File: src/sv/jsu_pkg.sv
`default_nettype none
package jsu_pkg;

    // One input beat: a text byte with its framing flags.
    typedef struct packed {
        logic       start_of_string;
        logic [7:0] in_byte;
        logic       input_ended;
    } in_t;

    // One result beat.
    typedef struct packed {
        logic [1:0] result_kind;
        logic [7:0] out_byte;
        logic [2:0] error_code;
        logic       last_of_run;
    } out_t;

    localparam int MAX_RES = 3;
    localparam int RUN_CW  = $clog2(MAX_RES + 1);
    localparam int RES_IW  = $clog2(MAX_RES);

    // All results caused by one input beat.
    typedef struct packed {
        logic [RUN_CW-1:0]       n;
        out_t [MAX_RES-1:0]      res;
    } run_t;

    typedef enum logic [1:0] {
        PH_IDLE,
        PH_BODY,
        PH_ESC,
        PH_HEX
    } phase_t;

    typedef struct packed {
        logic full;
        logic empty;
    } q_status_t;

    localparam logic [1:0] KIND_DATA  = 2'd0;
    localparam logic [1:0] KIND_CLOSE = 2'd1;
    localparam logic [1:0] KIND_ERROR = 2'd2;

    localparam logic [2:0] ERR_EXPECTED = 3'd0;
    localparam logic [2:0] ERR_BAD_ESC  = 3'd1;
    localparam logic [2:0] ERR_BAD_U    = 3'd2;
    localparam logic [2:0] ERR_BAD_HEX  = 3'd3;
    localparam logic [2:0] ERR_UNKNOWN  = 3'd4;
    localparam logic [2:0] ERR_UNTERM   = 3'd5;

    localparam int QDEPTH = 4;
    localparam int QAW    = $clog2(QDEPTH);

    function automatic out_t mk_result(input logic [1:0] kind, input logic [7:0] b,
                                       input logic [2:0] code);
        out_t r;
        r.result_kind = kind;
        r.out_byte    = b;
        r.error_code  = code;
        r.last_of_run = 1'b0;
        return r;
    endfunction

endpackage
`default_nettype wire

File: src/sv/jsu_front.sv
`default_nettype none
module jsu_front (
    input  wire logic          aclk,
    input  wire logic          aresetn,
    input  wire logic          s_valid,
    output logic               s_ready,
    input  wire jsu_pkg::in_t  s_data,
    input  wire jsu_pkg::q_status_t q_status,
    output logic               push,
    output jsu_pkg::run_t      push_run
);
    import jsu_pkg::*;

    localparam logic [7:0] CH_QUOTE  = 8'h22;
    localparam logic [7:0] CH_BSLASH = 8'h5C;
    localparam logic [7:0] CH_SLASH  = 8'h2F;
    localparam logic [7:0] CH_U      = 8'h75;
    localparam logic [7:0] UTF8_LEAD2 = 8'hC0;
    localparam logic [7:0] UTF8_CONT  = 8'h80;
    localparam logic [7:0] UTF8_LEAD3 = 8'hE0;
    localparam logic [7:0] UTF8_LOW6  = 8'h3F;
    localparam logic [15:0] CP_TWO   = 16'h0080;
    localparam logic [15:0] CP_THREE = 16'h0800;

    phase_t      phase_reg, phase_next;
    logic [15:0] acc_reg, acc_next;
    logic [1:0]  cnt_reg, cnt_next;

    logic        accept;
    logic [7:0]  c;
    logic        hex_ok;
    logic [3:0]  hex_nib;
    logic        esc_ok;
    logic [7:0]  esc_byte;
    logic [15:0] acc_shift;
    run_t        run;

    assign s_ready = !q_status.full;
    assign accept  = s_valid && s_ready;
    assign c       = s_data.in_byte;

    always_comb begin
        hex_ok  = 1'b1;
        hex_nib = 4'd0;
        if (c >= 8'h30 && c <= 8'h39) begin
            hex_nib = 4'(c - 8'h30);
        end else if (c >= 8'h61 && c <= 8'h66) begin
            hex_nib = 4'(c - 8'h57);
        end else if (c >= 8'h41 && c <= 8'h46) begin
            hex_nib = 4'(c - 8'h37);
        end else begin
            hex_ok = 1'b0;
        end
    end

    always_comb begin
        esc_ok   = 1'b1;
        esc_byte = c;
        case (c)
            CH_QUOTE, CH_BSLASH, CH_SLASH: esc_byte = c;
            8'h62: esc_byte = 8'h08;
            8'h66: esc_byte = 8'h0C;
            8'h6E: esc_byte = 8'h0A;
            8'h72: esc_byte = 8'h0D;
            8'h74: esc_byte = 8'h09;
            default: esc_ok = 1'b0;
        endcase
    end

    assign acc_shift = {acc_reg[11:0], hex_nib};

    // Next state
    always_comb begin
        phase_next = phase_reg;
        acc_next   = acc_reg;
        cnt_next   = cnt_reg;
        if (accept) begin
            if (s_data.start_of_string) begin
                acc_next   = '0;
                cnt_next   = '0;
                phase_next = (s_data.input_ended || c != CH_QUOTE) ? PH_IDLE : PH_BODY;
            end else begin
                case (phase_reg)
                    PH_IDLE: phase_next = PH_IDLE;
                    PH_BODY: begin
                        if (s_data.input_ended || c == CH_QUOTE) begin
                            phase_next = PH_IDLE;
                        end else if (c == CH_BSLASH) begin
                            phase_next = PH_ESC;
                        end
                    end
                    PH_ESC: begin
                        if (s_data.input_ended) begin
                            phase_next = PH_IDLE;
                        end else if (c == CH_U) begin
                            phase_next = PH_HEX;
                            acc_next   = '0;
                            cnt_next   = '0;
                        end else if (esc_ok) begin
                            phase_next = PH_BODY;
                        end else begin
                            phase_next = PH_IDLE;
                        end
                    end
                    PH_HEX: begin
                        if (s_data.input_ended || !hex_ok) begin
                            phase_next = PH_IDLE;
                        end else begin
                            acc_next = acc_shift;
                            if (cnt_reg != 2'd3) begin
                                cnt_next = cnt_reg + 2'd1;
                            end else begin
                                cnt_next   = '0;
                                phase_next = PH_BODY;
                            end
                        end
                    end
                    default: phase_next = PH_IDLE;
                endcase
            end
        end
    end

    // Results of the current beat
    always_comb begin
        run.n   = '0;
        run.res = '0;
        if (s_data.start_of_string) begin
            if (s_data.input_ended || c != CH_QUOTE) begin
                run.n      = RUN_CW'(1);
                run.res[0] = mk_result(KIND_ERROR, 8'h00, ERR_EXPECTED);
            end
        end else begin
            case (phase_reg)
                PH_IDLE: run.n = '0;
                PH_BODY: begin
                    run.n = RUN_CW'(1);
                    if (s_data.input_ended) begin
                        run.res[0] = mk_result(KIND_ERROR, 8'h00, ERR_UNTERM);
                    end else if (c == CH_QUOTE) begin
                        run.res[0] = mk_result(KIND_CLOSE, 8'h00, ERR_EXPECTED);
                    end else if (c == CH_BSLASH) begin
                        run.n = '0;
                    end else begin
                        run.res[0] = mk_result(KIND_DATA, c, ERR_EXPECTED);
                    end
                end
                PH_ESC: begin
                    run.n = RUN_CW'(1);
                    if (s_data.input_ended) begin
                        run.res[0] = mk_result(KIND_ERROR, 8'h00, ERR_BAD_ESC);
                    end else if (c == CH_U) begin
                        run.n = '0;
                    end else if (esc_ok) begin
                        run.res[0] = mk_result(KIND_DATA, esc_byte, ERR_EXPECTED);
                    end else begin
                        run.res[0] = mk_result(KIND_ERROR, 8'h00, ERR_UNKNOWN);
                    end
                end
                PH_HEX: begin
                    if (s_data.input_ended) begin
                        run.n      = RUN_CW'(1);
                        run.res[0] = mk_result(KIND_ERROR, 8'h00, ERR_BAD_U);
                    end else if (!hex_ok) begin
                        run.n      = RUN_CW'(1);
                        run.res[0] = mk_result(KIND_ERROR, 8'h00, ERR_BAD_HEX);
                    end else if (cnt_reg == 2'd3) begin
                        if (acc_shift < CP_TWO) begin
                            run.n      = RUN_CW'(1);
                            run.res[0] = mk_result(KIND_DATA, acc_shift[7:0], ERR_EXPECTED);
                        end else if (acc_shift < CP_THREE) begin
                            run.n      = RUN_CW'(2);
                            run.res[0] = mk_result(KIND_DATA,
                                UTF8_LEAD2 | {3'b000, acc_shift[10:6]}, ERR_EXPECTED);
                            run.res[1] = mk_result(KIND_DATA,
                                UTF8_CONT | (acc_shift[7:0] & UTF8_LOW6), ERR_EXPECTED);
                        end else begin
                            run.n      = RUN_CW'(3);
                            run.res[0] = mk_result(KIND_DATA,
                                UTF8_LEAD3 | {4'h0, acc_shift[15:12]}, ERR_EXPECTED);
                            run.res[1] = mk_result(KIND_DATA,
                                UTF8_CONT | (acc_shift[13:6] & UTF8_LOW6), ERR_EXPECTED);
                            run.res[2] = mk_result(KIND_DATA,
                                UTF8_CONT | (acc_shift[7:0] & UTF8_LOW6), ERR_EXPECTED);
                        end
                    end
                end
                default: run.n = '0;
            endcase
        end
        // flag the final result of the run
        case (run.n)
            RUN_CW'(1): run.res[0].last_of_run = 1'b1;
            RUN_CW'(2): run.res[1].last_of_run = 1'b1;
            RUN_CW'(3): run.res[2].last_of_run = 1'b1;
            default: ;
        endcase
    end

    assign push     = accept && (run.n != '0);
    assign push_run = run;

    always_ff @(posedge aclk) begin
        if (!aresetn) begin
            phase_reg <= PH_IDLE;
            acc_reg   <= '0;
            cnt_reg   <= '0;
        end else begin
            phase_reg <= phase_next;
            acc_reg   <= acc_next;
            cnt_reg   <= cnt_next;
        end
    end

endmodule
`default_nettype wire

File: src/sv/jsu_queue.sv
`default_nettype none
module jsu_queue (
    input  wire logic          aclk,
    input  wire logic          aresetn,
    input  wire logic          push,
    input  wire jsu_pkg::run_t push_run,
    input  wire logic          pop,
    output jsu_pkg::run_t      pop_run,
    output jsu_pkg::q_status_t q_status
);
    import jsu_pkg::*;

    run_t           mem_reg [QDEPTH];
    logic [QAW-1:0] wr_ptr_reg, rd_ptr_reg;
    logic [QAW:0]   count_reg, count_next;

    assign q_status.full  = (count_reg == (QAW+1)'(QDEPTH));
    assign q_status.empty = (count_reg == '0);
    assign pop_run        = mem_reg[rd_ptr_reg];

    always_comb begin
        count_next = count_reg;
        case ({push, pop})
            2'b10:   count_next = count_reg + (QAW+1)'(1);
            2'b01:   count_next = count_reg - (QAW+1)'(1);
            default: count_next = count_reg;
        endcase
    end

    always_ff @(posedge aclk) begin
        if (!aresetn) begin
            wr_ptr_reg <= '0;
            rd_ptr_reg <= '0;
            count_reg  <= '0;
        end else begin
            if (push) begin
                wr_ptr_reg <= (wr_ptr_reg == QAW'(QDEPTH - 1)) ? '0 : wr_ptr_reg + QAW'(1);
            end
            if (pop) begin
                rd_ptr_reg <= (rd_ptr_reg == QAW'(QDEPTH - 1)) ? '0 : rd_ptr_reg + QAW'(1);
            end
            count_reg <= count_next;
        end
    end

    always_ff @(posedge aclk) begin
        if (push) begin
            mem_reg[wr_ptr_reg] <= push_run;
        end
    end

endmodule
`default_nettype wire

File: src/sv/jsu_back.sv
`default_nettype none
module jsu_back (
    input  wire logic          aclk,
    input  wire logic          aresetn,
    input  wire jsu_pkg::run_t pop_run,
    input  wire jsu_pkg::q_status_t q_status,
    output logic               pop,
    output logic               m_valid,
    input  wire logic          m_ready,
    output jsu_pkg::out_t      m_data
);
    import jsu_pkg::*;

    run_t              cur_reg;
    logic [RES_IW-1:0] idx_reg;
    logic              valid_reg;
    logic              last_beat;

    assign last_beat = (RUN_CW'(idx_reg) == RUN_CW'(cur_reg.n - RUN_CW'(1)));
    assign pop       = !q_status.empty && (!valid_reg || (m_ready && last_beat));
    assign m_valid   = valid_reg;
    assign m_data    = cur_reg.res[idx_reg];

    always_ff @(posedge aclk) begin
        if (!aresetn) begin
            valid_reg <= 1'b0;
            idx_reg   <= '0;
        end else if (pop) begin
            valid_reg <= 1'b1;
            idx_reg   <= '0;
        end else if (valid_reg && m_ready) begin
            if (last_beat) begin
                valid_reg <= 1'b0;
            end else begin
                idx_reg <= idx_reg + RES_IW'(1);
            end
        end
    end

    always_ff @(posedge aclk) begin
        if (pop) begin
            cur_reg <= pop_run;
        end
    end

endmodule
`default_nettype wire

File: src/sv/json_string_unescape_unit.sv
// JSON string unescape unit.
// s_ channel: one text byte per beat (s_valid/s_ready, payload s_data). Flag the
// opening quote with start_of_string; send a beat with input_ended to close out
// the text. m_ channel: decoded results (m_valid/m_ready, payload m_data), one
// per beat: data bytes, a close marker, or a single error code. last_of_run
// marks the final result caused by one input beat; a \u escape gives up to
// three UTF-8 bytes for its last hex digit, beats that give nothing show none.
// Throughput: one input beat per cycle while each beat yields at most one
// result and the receiver keeps m_ready high; a beat yielding k results takes k
// output beats, bounded by the single-result-per-cycle output port.
// Each run is written to the run queue, then loaded into the output register.
// A four-deep run queue separates the decoder from the output serializer, so
// input keeps flowing while the receiver stalls until the queue fills; then
// s_ready drops and no data is lost.
// Reset (aresetn low, synchronous) returns the decoder to idle, empties the
// queue and drops any result in flight; no clearing pass is needed.
`default_nettype none
module json_string_unescape_unit (
    input  wire logic          aclk,
    input  wire logic          aresetn,
    input  wire logic          s_valid,
    output logic               s_ready,
    input  wire jsu_pkg::in_t  s_data,
    output logic               m_valid,
    input  wire logic          m_ready,
    output jsu_pkg::out_t      m_data
);
    import jsu_pkg::*;

    logic      push, pop;
    run_t      push_run, pop_run;
    q_status_t q_status;

    // decode and classify each beat into a run of results
    jsu_front u_front (
        .aclk     (aclk),
        .aresetn  (aresetn),
        .s_valid  (s_valid),
        .s_ready  (s_ready),
        .s_data   (s_data),
        .q_status (q_status),
        .push     (push),
        .push_run (push_run)
    );

    // hold runs between decoder and serializer
    jsu_queue u_queue (
        .aclk     (aclk),
        .aresetn  (aresetn),
        .push     (push),
        .push_run (push_run),
        .pop      (pop),
        .pop_run  (pop_run),
        .q_status (q_status)
    );

    // drain each run one result beat at a time
    jsu_back u_back (
        .aclk     (aclk),
        .aresetn  (aresetn),
        .pop_run  (pop_run),
        .q_status (q_status),
        .pop      (pop),
        .m_valid  (m_valid),
        .m_ready  (m_ready),
        .m_data   (m_data)
    );

endmodule
`default_nettype wire

File: config.mk
export PLATFORM = sky130hd
export DESIGN_NAME = json_string_unescape_unit
export DESIGN_NICKNAME = d
export VERILOG_FILES = /design/src/sv/jsu_pkg.sv /design/src/sv/jsu_front.sv /design/src/sv/jsu_queue.sv /design/src/sv/jsu_back.sv /design/src/sv/json_string_unescape_unit.sv
export SDC_FILE = /design/constraint.sdc
export NUM_CORES = 1
export LEC_CHECK = 0
export BUFFER_PORTS_ARGS = -buffer_cell sky130_fd_sc_hd__buf_2
export CORE_UTILIZATION = 50
export CTS_BUF_LIST = sky130_fd_sc_hd__clkbuf_8 sky130_fd_sc_hd__clkbuf_16
export DETAILED_ROUTE_END_ITERATION = 16
export MAX_ROUTING_LAYER = met4
export PLACE_DENSITY = 0.69
export REMOVE_ABC_BUFFERS = 1
export SYNTH_ARGS = -nofsm -noshare
export SYNTH_HDL_FRONTEND = slang
export SYNTH_SLANG_ARGS = --single-unit
File: constraint.sdc
create_clock -name aclk -period 4.6 [get_ports aclk]
set_input_delay 0.23 -clock aclk [delete_from_list [all_inputs] [get_ports aclk]]
set_output_delay 0.23 -clock aclk [all_outputs]
set_load 0.05 [all_outputs]
# After elaboration in Yosys (flattened, before gate mapping)
# Memory sizes are Yosys's and may differ from the RTL's. A register that Yosys moved wholly into a read port is not among the register bits.
# Cells that the tools add are included.
# Widths: inputs -> output; s select.
totals:
  word_cells: 162
  ff_bits: 26
  mem_count: 1
  mem_bits_rw: 176
  output_inout_bits: 16
  input_bits: 14
mem_list:
  columns: ["name", "depth", "word_bits", "read_ports", "rd_clocked_by_memory_dff", "wr", "line", "source"]
  rows:
  - ["u_queue.mem_reg", 4, 44, 1, 1, 1, "jsu_queue.sv:13", "run_t mem_reg [QDEPTH];"]
op_classes:
  n_reduce_logical: 29
  bitwise_logic: 2
  muxes: 74
  n_eq_ne: 29
  magnitude_cmp: 9
  add_sub_neg: 10
ops:
  columns: ["op", "n"]
  rows:
  - ["$mux 14", 11]
  - ["$mux 28", 5]
  - ["$mux 12", 6]
  - ["$eq 8x7->1 const B", 7]
  - ["$mux 44", 1]
  - ["$pmux 14 s3", 1]
  - ["$mux 2", 20]
  - ["$pmux 8 s5", 1]
  - ["$bmux 14 s2", 1]
  - ["$mux 24", 1]
  - ["$pmux 12 s2", 1]
  - ["$mux 1", 19]
  - ["$eq 2x2->1 const B", 8]
  - ["$eq 8x6->1 const B", 2]
  - ["$ge 8x7->1 const B", 2]
  - ["$le 8x7->1 const B", 2]
  - ["$lt 16x12->1 const B", 1]
  - ["$lt 16x8->1 const B", 1]
  - ["$pmux 2 s4", 2]
  - ["$mux 4", 3]
  - ["$add 2x1->2 const B", 4]
  - ["$ge 8x6->1 const B", 1]
  - ["$le 8x6->1 const B", 1]
  - ["$logic_and 1x1->1", 8]
  - ["29 further kinds", 44]

# Depth between registers and ports, before layout
# Gate-level depths: netlist of run 1.
logic_depth:
  ltp_word: 17
  ltp_mapped: 17
  depth_no_buf: 16

# Cells and area by module
# From an unflattened synthesis of run 1, not the netlist that was laid out.
hier_totals:
  cells_unflattened: 645
  area_unflattened_um2: 10596.4
by_module_without_submodules:
  columns: ["module", "area_per_inst_um2", "cells_each", "seq_area_each_um2", "n_inst"]
  rows:
  - ["jsu_queue", 6871.6, 277, 5465.2, 1]
  - ["jsu_back", 1890.6, 119, 1381.3, 1]
  - ["jsu_front", 1834.3, 249, 320.3, 1]

# Worst setup path before layout of run 1
# No wires, ideal clock.
synth_timing:
  path_type: "reg2reg"
  startpoint: "reg u_back.cur_reg[43] (netlist name)"
  endpoint: "reg u_queue.count_reg[2]"
  setup_slack_ps: 369
  stages_incl_launch_ff: 11
  t_arrival_ps: 4155
  period_less_slack_ps: 4231
  path_buffers: 0
  cell_sequence: "edfxtp_1 -> xnor2_1 -> mux2i_1 -> nand2_1 -> a21oi_1 -> ha_1 -> inv_1 -> fa_1 -> xor2_1 -> or3_1 -> a21boi_0"
synth_via:
  elab_chain_cells: 7
  word_cells_on_any_way: 9
  cone_classes: "add/sub: 1; eq/ne: 3; mux: 1; reduce/logical: 4"
synth_rtl:
  columns: ["element", "line", "source"]
  rows:
  - ["$sub 2x1->2 (*)", "jsu_back.sv:19", "assign last_beat = (RUN_CW'(idx_reg) == RUN_CW'(cur_reg.n - RUN_CW'(1)));"]
  - ["$eq 2x2->1 (*)", "jsu_back.sv:19", null]
  - ["$logic_and 1x1->1 (*)", "jsu_back.sv:20", "assign pop = !q_status.empty && (!valid_reg || (m_ready && last_beat));"]
  - ["$logic_or 1x1->1 (*)", "jsu_back.sv:20", null]
  - ["$logic_and 1x1->1 (*)", "jsu_back.sv:20", null]
  - ["net pop", "json_string_unescape_unit.sv:30", "logic push, pop;"]
  - ["$eq 2x1->1 or $eq 2x2->1 (tied branches)", "jsu_queue.sv:23", "case ({push, pop})"]
  - ["$pmux 3 s2 or $reduce_bool 2->1 (tied branches)", null, null]
  - ["to (signal assigned)", "jsu_queue.sv:42", "count_reg <= count_next;"]
  - ["to (decl)", "jsu_queue.sv:15", "logic [QAW:0] count_reg, count_next;"]
# Mark *: on every way through the listed nets, which the timed path passes. The rest lies on a longest branch.
# A chain may end at the register's enable or synchronous reset.

==> results_dict.tcl, run 1 <==
set metrics [dict create \
    synth.distinct_cells 76 \
    pwr-share-comb_pct 24.6 \
    cts-resized-gates 0 \
    grtUsageTotal_pct 21.8 \
    cts_root_buf "clkbuf_16" \
    synth_warnings 0 \
    p_int_mw 3.33 \
    cts_tree "yes" \
    min_period_over_period_pct 74.5 \
    p_sw_share_pct 30.3 \
    required_ns 4.95 \
    wire_per_inst_um 20.0 \
    numCtsBuffers 17 \
    status "completed" \
    synth_ff_type "edfxtp_1" \
    fp.dieH_um 131 \
    dpl_cell_area_sq_um 8750 \
    postRouteAntennaNets 0 \
    ys_seq_area_share_pct 63.6 \
    area_growth_pct 11.4 \
    io_pins 30 \
    startpoint_type "flop" \
    max-cap-violations 0 \
    synth_seq_cells 186 \
    ctsHoldBuffers 0 \
    fmax_mhz 292 \
    start_util_pct 51.9 \
    setup_viol 0 \
    fin_setup_tns_ns 0 \
    first_pass_iters 5 \
    wl_mm 16.9 \
    syn_inst 580 \
    via_per_inst 5.77 \
    p_switching_mw 1.45 \
    top_layer "met4" \
    layout_common_cells "edfxtp_1, nand2_1, nor2_1" \
    grt_pass1_vias 4966 \
    nets 642 \
    die-area_sq_um 17300 \
    drv_slew 0 \
    tightest_slew_ns 0.988 \
    cts.clk_slew.worst_paths_ns 0.07 \
    p_leak_nw 3.06 \
    async_flop_share_pct 0 \
    slew_headroom_pct 34.1 \
    drt-initial-drc-count 417 \
    netlist.area_leader.share_pct 57.4 \
    dr_wl_met2_mm 8.16 \
    drcViolationCount 0 \
    p_per_area_nw_per_um2 513 \
    htree_levels 4 \
    hold_viol_final 0 \
    num_rows 46 \
    place_congestion 0.935 \
    overflow 0 \
    final_common_cell "edfxtp_1" \
    port_buffers 29 \
    finalCriticalPeriod_ns 3.43 \
    p_clk_share_pct 29.4 \
    skew_ns 0.00849 \
    syn_area_sq_um 8370 \
    coreArea_sq_um 16100 \
    clockBufferDepth 2 \
    clkSinkCount 186 \
    num_vias 4849 \
    die_w_um 131 \
    wl_met1_mm 7.72 \
    largest_register_ff_count 128 \
    synth_top_area_cell "edfxtp_1" \
    dpl.hpwl_mm 11.2 \
    syn_avg_cell_area_sq_um 14.4 \
    grt_max_degree 37 \
    grt_pass1_wl_mm 27.4 \
    antenna_found_initial 0 \
    post-route-cell-area_sq_um 9320 \
    met3_length_um 803 \
    synth_area_leaders "edfxtp_1, mux4_2, dfxtp_1" \
    critical_path_arrival_ns 3.78 \
    antennaDiodeCount 0 \
    path_class "flop to flop" \
    worstPathMaxFanout 8 \
    hp-class "primary input to flop" \
    grt_setup_unrepaired "no" \
    postCtsSetupBuffers 0 \
    synth_edf_count 160 \
    insertion_delay_ns 0.42 \
    seq_power_share_pct 46.0 \
    drive_gt1_share_pct 20.8 \
    timing.hold.ws_ns 0.192 \
    cp-end-kind "flop" \
    power_mw 4.78 \
    vdd_drop_max_uv 258 \
]
==> cell families after synthesis <==
family	synth area share, %
multiplexers	12.0
buffers and inverters	2.18
AO/OA/AOI/OAI	7.15
adder cells (fa/ha/maj)	2.48
flip-flops	63.6
XOR/XNOR	0.628
AND/OR/NAND/NOR	11.9
==> cell type report <==
type                    count  area (sq um)
clock buffers              17           425
clock inverters            15           150
fillers                  1283          6790
inverters                  18          67.6
multi-input cells         351          2870
flip-flops and latches    186          5330
well taps                 216           270
repair buffers             38           213
==> power by group through the flow <==
stage | combinational [mW] | clock (mW) | sequential, mW
finish | 1.18 | 1.41 | 2.20
CTS | 1.20 | 1.43 | 2.20
detailed placement | 1.20 | 0 | 2.24
floorplan | 0.817 | 0 | 2.30
global route | 1.27 | 1.50 | 2.23
global placement | 1.17 | 0 | 2.23
==> worst paths after layout <==
kind | start | endpoint | slack, ns | cells past startpoint
max | u_front.acc_reg[3] | u_queue.count_reg[2] | 1.17 | 13
min | m_ready | u_back.m_valid | 0.19 | 4
max reg2reg | u_front.acc_reg[3] | u_queue.count_reg[2] | 1.17 | 13
min reg2reg | u_front.cnt_reg[1] | u_front.cnt_reg[1] | 0.48 | 2
==> stage by stage <==
step                      setup slack [ns]  utilization [%]  cells
after floorplan                      0.247                -    555
after global placement                1.01             54.3    809
after detailed placement             0.882             54.3    809
after CTS                             1.19             57.9    841
after global routing                 0.923             57.9    841
final                                 1.17             57.9    841
==> cell usage after synthesis (all sizes together), types with 3 or more instances <==
cell and number:
clkbuf 15, o21ai 22, nand2 64, nand3 10, nor2b 6, nor3b 5, ha 15, edfxtp 160
and2 21, dfxtp 26, nor2 38, mux2i 27, nand2b 7, xnor2 4, mux4 32, buf 10
inv 18, nor4bb 3, a21oi 23, a22oi 7, nor3 10, or3 3, and3 3, a31oi 4
==> critical path, stage by stage, from the launching register on <==
cell	delay, ns
dfxtp_1	0.39
nor4_4	0.54
nor3b_2	0.50
nor2_1	0.10
nand2_2	0.12
inv_2	0.08
o31a_4	0.31
inv_1	0.06
ha_1	0.18
inv_1	0.07
fa_1	0.38
xor2_1	0.17
or3_1	0.30
a21boi_0	0.16
==> per-layer routing <==
metal | up-vias | global-route usage [%]
met2 | 134 | 32.9
met3 | 11 | 4.63
met5 | - | -
met1 | 2441 | 29.8
li1 | 2263 | -
met4 | 0 | 6.59
Note: power is estimated with default switching activity, not from simulation.
==> run 2: changes to the inputs <==
- PLACE_DENSITY: 0.69 -> 0.67
- clock period: 4.6 -> 3.4 ns (I/O delays scaled with it)
==> run 2 against run 1 <==
Compared with the run above:
- clock skew rose by 0.0057 ns
- highest routed layer unchanged
- worst setup slack got worse by 0.98 ns
- first-iteration DRC count fell by 34%
- sequential power rose by 37%
==> results_dict.tcl, run 2 (synthesis results as in run 1) <==
set metrics [dict create \
    slew_headroom_pct 31.9 \
    die_w_um 131 \
    cts.clk_slew.worst_paths_ns 0.07 \
    cts_tree "yes" \
    final_common_cell "edfxtp_1" \
    startpoint_type "flop" \
    hold_end "u_back.m_valid" \
    postCtsSetupBuffers 0 \
    cp-end-kind "flop" \
    drive_gt1_share_pct 23.0 \
    numCtsBuffers 17 \
    postRouteAntennaNets 0 \
    post-route-util_pct 58.9 \
    die-area_sq_um 17300 \
    fmax_mhz 312 \
    drv_slew 0 \
    ctsHoldBuffers 0 \
    wire_per_inst_um 20.1 \
    critical_path.max_stage_delay_ns 0.59 \
    hold_start "m_ready" \
    dpl.hpwl_mm 11.6 \
    grt_pass1_vias 5053 \
    hold_depth 4 \
    cts_root_buf "clkbuf_16" \
    crit_chain "or4_4, nor3_4, nor2_1, a41o_1, o31a_4, inv_1, ha_1, inv_1, fa_1, xor2_1, or3_1, a21boi_0" \
    pwr-share-comb_pct 24.5 \
    start_util_pct 51.9 \
    first_pass_iters 5 \
    fin_setup_tns_ns 0 \
    skew_ns 0.0142 \
    min_period_over_period_pct 94.3 \
    antenna_found_initial 0 \
    critical_path_arrival_ns 3.56 \
    io_pins 30 \
    post-route-cell-area_sq_um 9490 \
    port_buffers 29 \
    insertion_delay_ns 0.43 \
    fp.dieH_um 131 \
    grt_pass1_wl_mm 27.5 \
    status "completed" \
    setup_viol 0 \
    grt_setup_unrepaired "no" \
    cp_common_cell "inv_1" \
    grtUsageTotal_pct 21.8 \
    grt_max_degree 37 \
    nets 657 \
    crit_slowest_cell "or4_4" \
    path_class "flop to flop" \
    power_mw 6.45 \
    p_int_mw 4.48 \
    rrSetupSlack_ns 0.19 \
    clockBufferDepth 2 \
    required_ns 3.75 \
    htree_levels 4 \
    p_clk_share_pct 28.7 \
    p_per_area_nw_per_um2 680 \
    max-cap-violations 0 \
    area_growth_pct 13.4 \
    dpl_cell_area_sq_um 8920 \
    reg2reg_depth 12 \
    antennaDiodeCount 0 \
    p_sw_share_pct 30.5 \
    seq_power_share_pct 46.8 \
    largest_register_ff_count 128 \
    worstPathMaxFanout 7 \
    via_per_inst 5.71 \
    place_congestion 0.867 \
    rr_startpoint "u_front.acc_reg[7]" \
    timing.hold.ws_ns 0.118 \
    finalCriticalPeriod_ns 3.21 \
    clkSinkCount 186 \
    p_leak_nw 3.15 \
    drt-initial-drc-count 274 \
    coreArea_sq_um 16100 \
    layout_common_cells "edfxtp_1, nand2_1, nor2_1" \
    overflow 0 \
    vdd_drop_max_uv 502 \
    hp-class "primary input to flop" \
    num_rows 46 \
    p_switching_mw 1.97 \
    num_vias 4886 \
    r2r_end "u_queue.count_reg[2]" \
    wl_mm 17.2 \
    drcViolationCount 0 \
    tightest_slew_ns 1.02 \
    hold_viol_final 0 \
    cts-resized-gates 0 \
]
## run 2: cell count changes in the layout (fill, tap and decap cells not counted), sizes merged
cell / delta
buf: +15
clkbuf: +4
bufinv: -2
clkinvlp: -2
## run 2: layout make-up
cell class,instances,area [sq um]
clock inverter,11,86.3
sequential,186,5330
clock buffer,21,480
timing repair buffer,53,388
tap,216,270
fill,1254,6630
inverter,18,67.6
multi-input combinational,351,2870
## run 2: critical path: cells and delay by family (launching register included)
kind                     cells  cell delay (ns)
AO/OA/AOI/OAI                3             0.77
flip-flops                   1             0.34
adder cells (fa/ha/maj)      2             0.56
AND/OR/NAND/NOR              4             1.18
XOR/XNOR                     1             0.16
buffers and inverters        2             0.13
## run 2: per-layer routing
metal / part of all wire [%] / track usage, % / vias to the layer above
met5: 0 / - / -
met4: 2.1 / 8.07 / 0
met3: 3.6 / 3.86 / 26
met2: 48 / 34.1 / 103
met1: 46 / 28.7 / 2456
li1: - / - / 2301
## run 2: through the flow
step / setup slack [ns] / std cells
3_5_place_dp: 0.0256 / 824
3_3_place_gp: 0.164 / 824
6_report: 0.193 / 856
4_1_cts: 0.195 / 856
2_1_floorplan: -0.953 / 555
5_1_grt: 0.0649 / 856
## run 2: worst max path at each step
| stage | start | endpoint | slack, ns | cells after the start |
|---|---|---|---|---|
| 2_1_floorplan | u_back.idx_reg[0] | u_queue.count_reg[2] | -0.95 | 10 |
| 3_3_place_gp | s_data[1] | u_queue.count_reg[2] | 0.16 | 15 |
| 3_5_place_dp | s_data[1] | u_queue.count_reg[2] | 0.03 | 15 |
| 4_1_cts | u_front.acc_reg[7] | u_queue.count_reg[2] | 0.19 | 12 |
| 5_1_grt | u_front.acc_reg[3] | u_queue.count_reg[2] | 0.06 | 13 |
| 6_report | u_front.acc_reg[7] | u_queue.count_reg[2] | 0.19 | 12 |
## run 2: power by group through the flow
| stage | Sequential (mW) | Combinational [mW] | Clock (mW) |
|---|---|---|---|
| 6_report | 3.02 | 1.58 | 1.85 |
| 5_1_grt | 3.05 | 1.70 | 1.97 |
| 4_1_cts | 3.03 | 1.62 | 1.88 |
| 3_5_place_dp | 3.08 | 1.61 | 0 |
| 3_3_place_gp | 3.06 | 1.57 | 0 |
| 2_1_floorplan | 3.11 | 1.11 | 0 |
==> run 3: changes to the inputs <==
- ABC_AREA: not set -> 1
==> run 3 against run 2 <==
Compared with the run above:
- via count is 22% higher
- critical endpoint unchanged
- register-to-register slack better by 0.22 ns
- worst setup slack better by 0.22 ns
- clock-buffer cell count is 4 lower
- largest power group unchanged
- area after synthesis is 0.30% lower
- critical path depth is 7 higher
==> results_dict.tcl, run 3 <==
set metrics [dict create \
    status "completed" \
    ys_seq_area_share_pct 63.8 \
    antenna_found_initial 0 \
    syn_area_sq_um 8340 \
    slew_headroom_pct 20.7 \
    num_rows 46 \
    hold_viol_final 0 \
    synth_area_leaders "edfxtp_1, nor2_1, dfxtp_1" \
    synth-compound-area-share_pct 12.4 \
    dp_cells 1019 \
    first_pass_iters 5 \
    p_sw_share_pct 34.8 \
    port_buffers 29 \
    synth_top_area_cell "edfxtp_1" \
    pwr-share-comb_pct 29.4 \
    insertion_delay_ns 0.43 \
    drive_gt1_share_pct 13.8 \
    drv_slew 0 \
    syn_inst 797 \
    drt-initial-drc-count 592 \
    place_congestion 0.909 \
    wl_mm 19.1 \
    stdcell_count 1052 \
    drcViolationCount 0 \
    cts_tree "yes" \
    postRouteAntennaNets 0 \
    grt_max_degree 67 \
    post-route-util_pct 58.4 \
    largest_register_ff_count 128 \
    startpoint_type "flop" \
    power_mw 7.05 \
    clockBufferDepth 2 \
    start_util_pct 52.0 \
    worstPathMaxFanout 8 \
    htree_levels 4 \
    critical_path_arrival_ns 3.30 \
    vdd_drop_max_uv 504 \
    synth_fa_ha_area_share_pct 2.49 \
    synth_edf_count 160 \
    fp.dieH_um 131 \
    required_ns 3.71 \
    layout_common_cells "edfxtp_1, nor2_1, o21ai_0" \
    synth_xor_area_share_pct 0.420 \
    p_per_area_nw_per_um2 752 \
    cts-resized-gates 0 \
    die-area_sq_um 17200 \
    p_leak_nw 3.59 \
    muxShareOfSynthArea_pct 0 \
    num_vias 5952 \
    fin_setup_tns_ns 0 \
    grt_pass1_wl_mm 30.1 \
    p_switching_mw 2.45 \
    max-cap-violations 0 \
    clkSinkCount 186 \
    die_w_um 131 \
    antennaDiodeCount 0 \
    fmax_mhz 335 \
    tightest_slew_ns 1.19 \
    yosysMostFrequentCell "edfxtp_1" \
    synth-simple-area-share_pct 15.3 \
    wire_per_inst_um 18.1 \
    synth.distinct_cells 41 \
    hp-class "primary input to flop" \
    overflow 0 \
    p_clk_share_pct 27.9 \
    synth_top_family_by_area "simple AND/OR/NAND/NOR gates" \
    finalCriticalPeriod_ns 2.99 \
    synth_ff_type "edfxtp_1" \
    area_growth_pct 12.4 \
    grtUsageTotal_pct 23.6 \
    nets 853 \
    cp-end-kind "flop" \
    numCtsBuffers 17 \
    skew_ns 0.0112 \
    synth_seq_cells 186 \
    coreArea_sq_um 16100 \
    synth_warnings 0 \
    cts.clk_slew.worst_paths_ns 0.06 \
    seq_power_share_pct 42.7 \
    via_per_inst 5.66 \
    place_ws_ns 0.260 \
    io_pins 30 \
    min_period_over_period_pct 87.8 \
    synth.cells.most_frequent "edfxtp_1, nor2_1, o21ai_0" \
    async_flop_share_pct 0 \
    final_common_cell "edfxtp_1" \
    grt_pass1_vias 5728 \
    worst_slack_ns 0.414 \
    syn_avg_cell_area_sq_um 10.5 \
    dpl.hpwl_mm 11.7 \
    netlist.area_leader.share_pct 57.6 \
    path_class "flop to flop" \
    grt_setup_unrepaired "no" \
    cts_root_buf "clkbuf_16" \
    p_int_mw 4.60 \
    setup_viol 0 \
]
## run 3: power by group through the flow
stage / Combinational [mW] / Sequential (mW) / Clock [mW]
after floorplan: 1.33 / 3.14 / 0
after global placement: 1.99 / 3.04 / 0
after global routing: 2.28 / 3.03 / 2.10
final: 2.07 / 3.01 / 1.97
after CTS: 2.08 / 3.01 / 2.00
after detailed placement: 2.07 / 3.05 / 0
## run 3: repair_timing
item / in CTS / in global routing
setup endpoints to repair: 0 / 1
hold buffers: 0 / 0
setup buffers: 0 / 1
## run 3: stage by stage
stage          hold slack [ns]  area [sq um]
6_report                 0.145          9380
4_1_cts                  0.123          9370
5_1_grt                  0.159          9380
3_3_place_gp             0.447          8770
3_5_place_dp             0.459          8770
2_1_floorplan            0.290          8190
## run 3: final cells by class
type / instances / area (sq um)
fillers: 1306 / 6680
flip-flops and latches: 186 / 5330
multi-input cells: 494 / 2580
clock buffers: 17 / 425
inverters: 82 / 308
repair buffers: 42 / 293
well taps: 216 / 270
clock inverters: 15 / 176
## run 3: logic make-up (layout without fill, tap and decap cells)
kind of cell | Yosys count | in the layout
flip-flops | 186 | 186
XOR/XNOR | 4 | 4
buffers and inverters | 117 | 156
AND/OR/NAND/NOR | 290 | 290
AO/OA/AOI/OAI | 184 | 184
adder cells (fa/ha/maj) | 16 | 16
## run 3: layer usage
layer / track usage, % / routed length (um) / part of all wire [%]
met5: - / 0 / 0
met2: 38.6 / 9260 / 49
met1: 28.8 / 7980 / 42
met4: 9.48 / 520 / 2.7
met3: 4.86 / 1300 / 6.8
## run 3: worst paths after layout
path         cells past startpoint  slack, ns                   end                 start
max reg2reg                     19       0.41  u_queue.count_reg[2]  u_front.phase_reg[0]
min                              5       0.15     u_back.idx_reg[0]               m_ready
max                             19       0.41  u_queue.count_reg[2]  u_front.phase_reg[0]
min reg2reg                      2       0.47   u_front.acc_reg[11]   u_front.acc_reg[11]
## run 3: worst max-delay path, cell delays in order, from the launching register on
cell and delay [ns]:
dfxtp_1 0.33, inv_1 0.11, ha_1 0.18, inv_1 0.08, nor2_1 0.23, nand2_1 0.16, nand2_1 0.09, inv_1 0.04
nand2_1 0.06, nand2_1 0.05, nand2_1 0.07, nand3_2 0.18, o21bai_4 0.21, ha_1 0.16, inv_1 0.07, fa_1 0.38
a21oi_1 0.15, o21ai_0 0.12, o21ai_0 0.16, a21oi_1 0.06
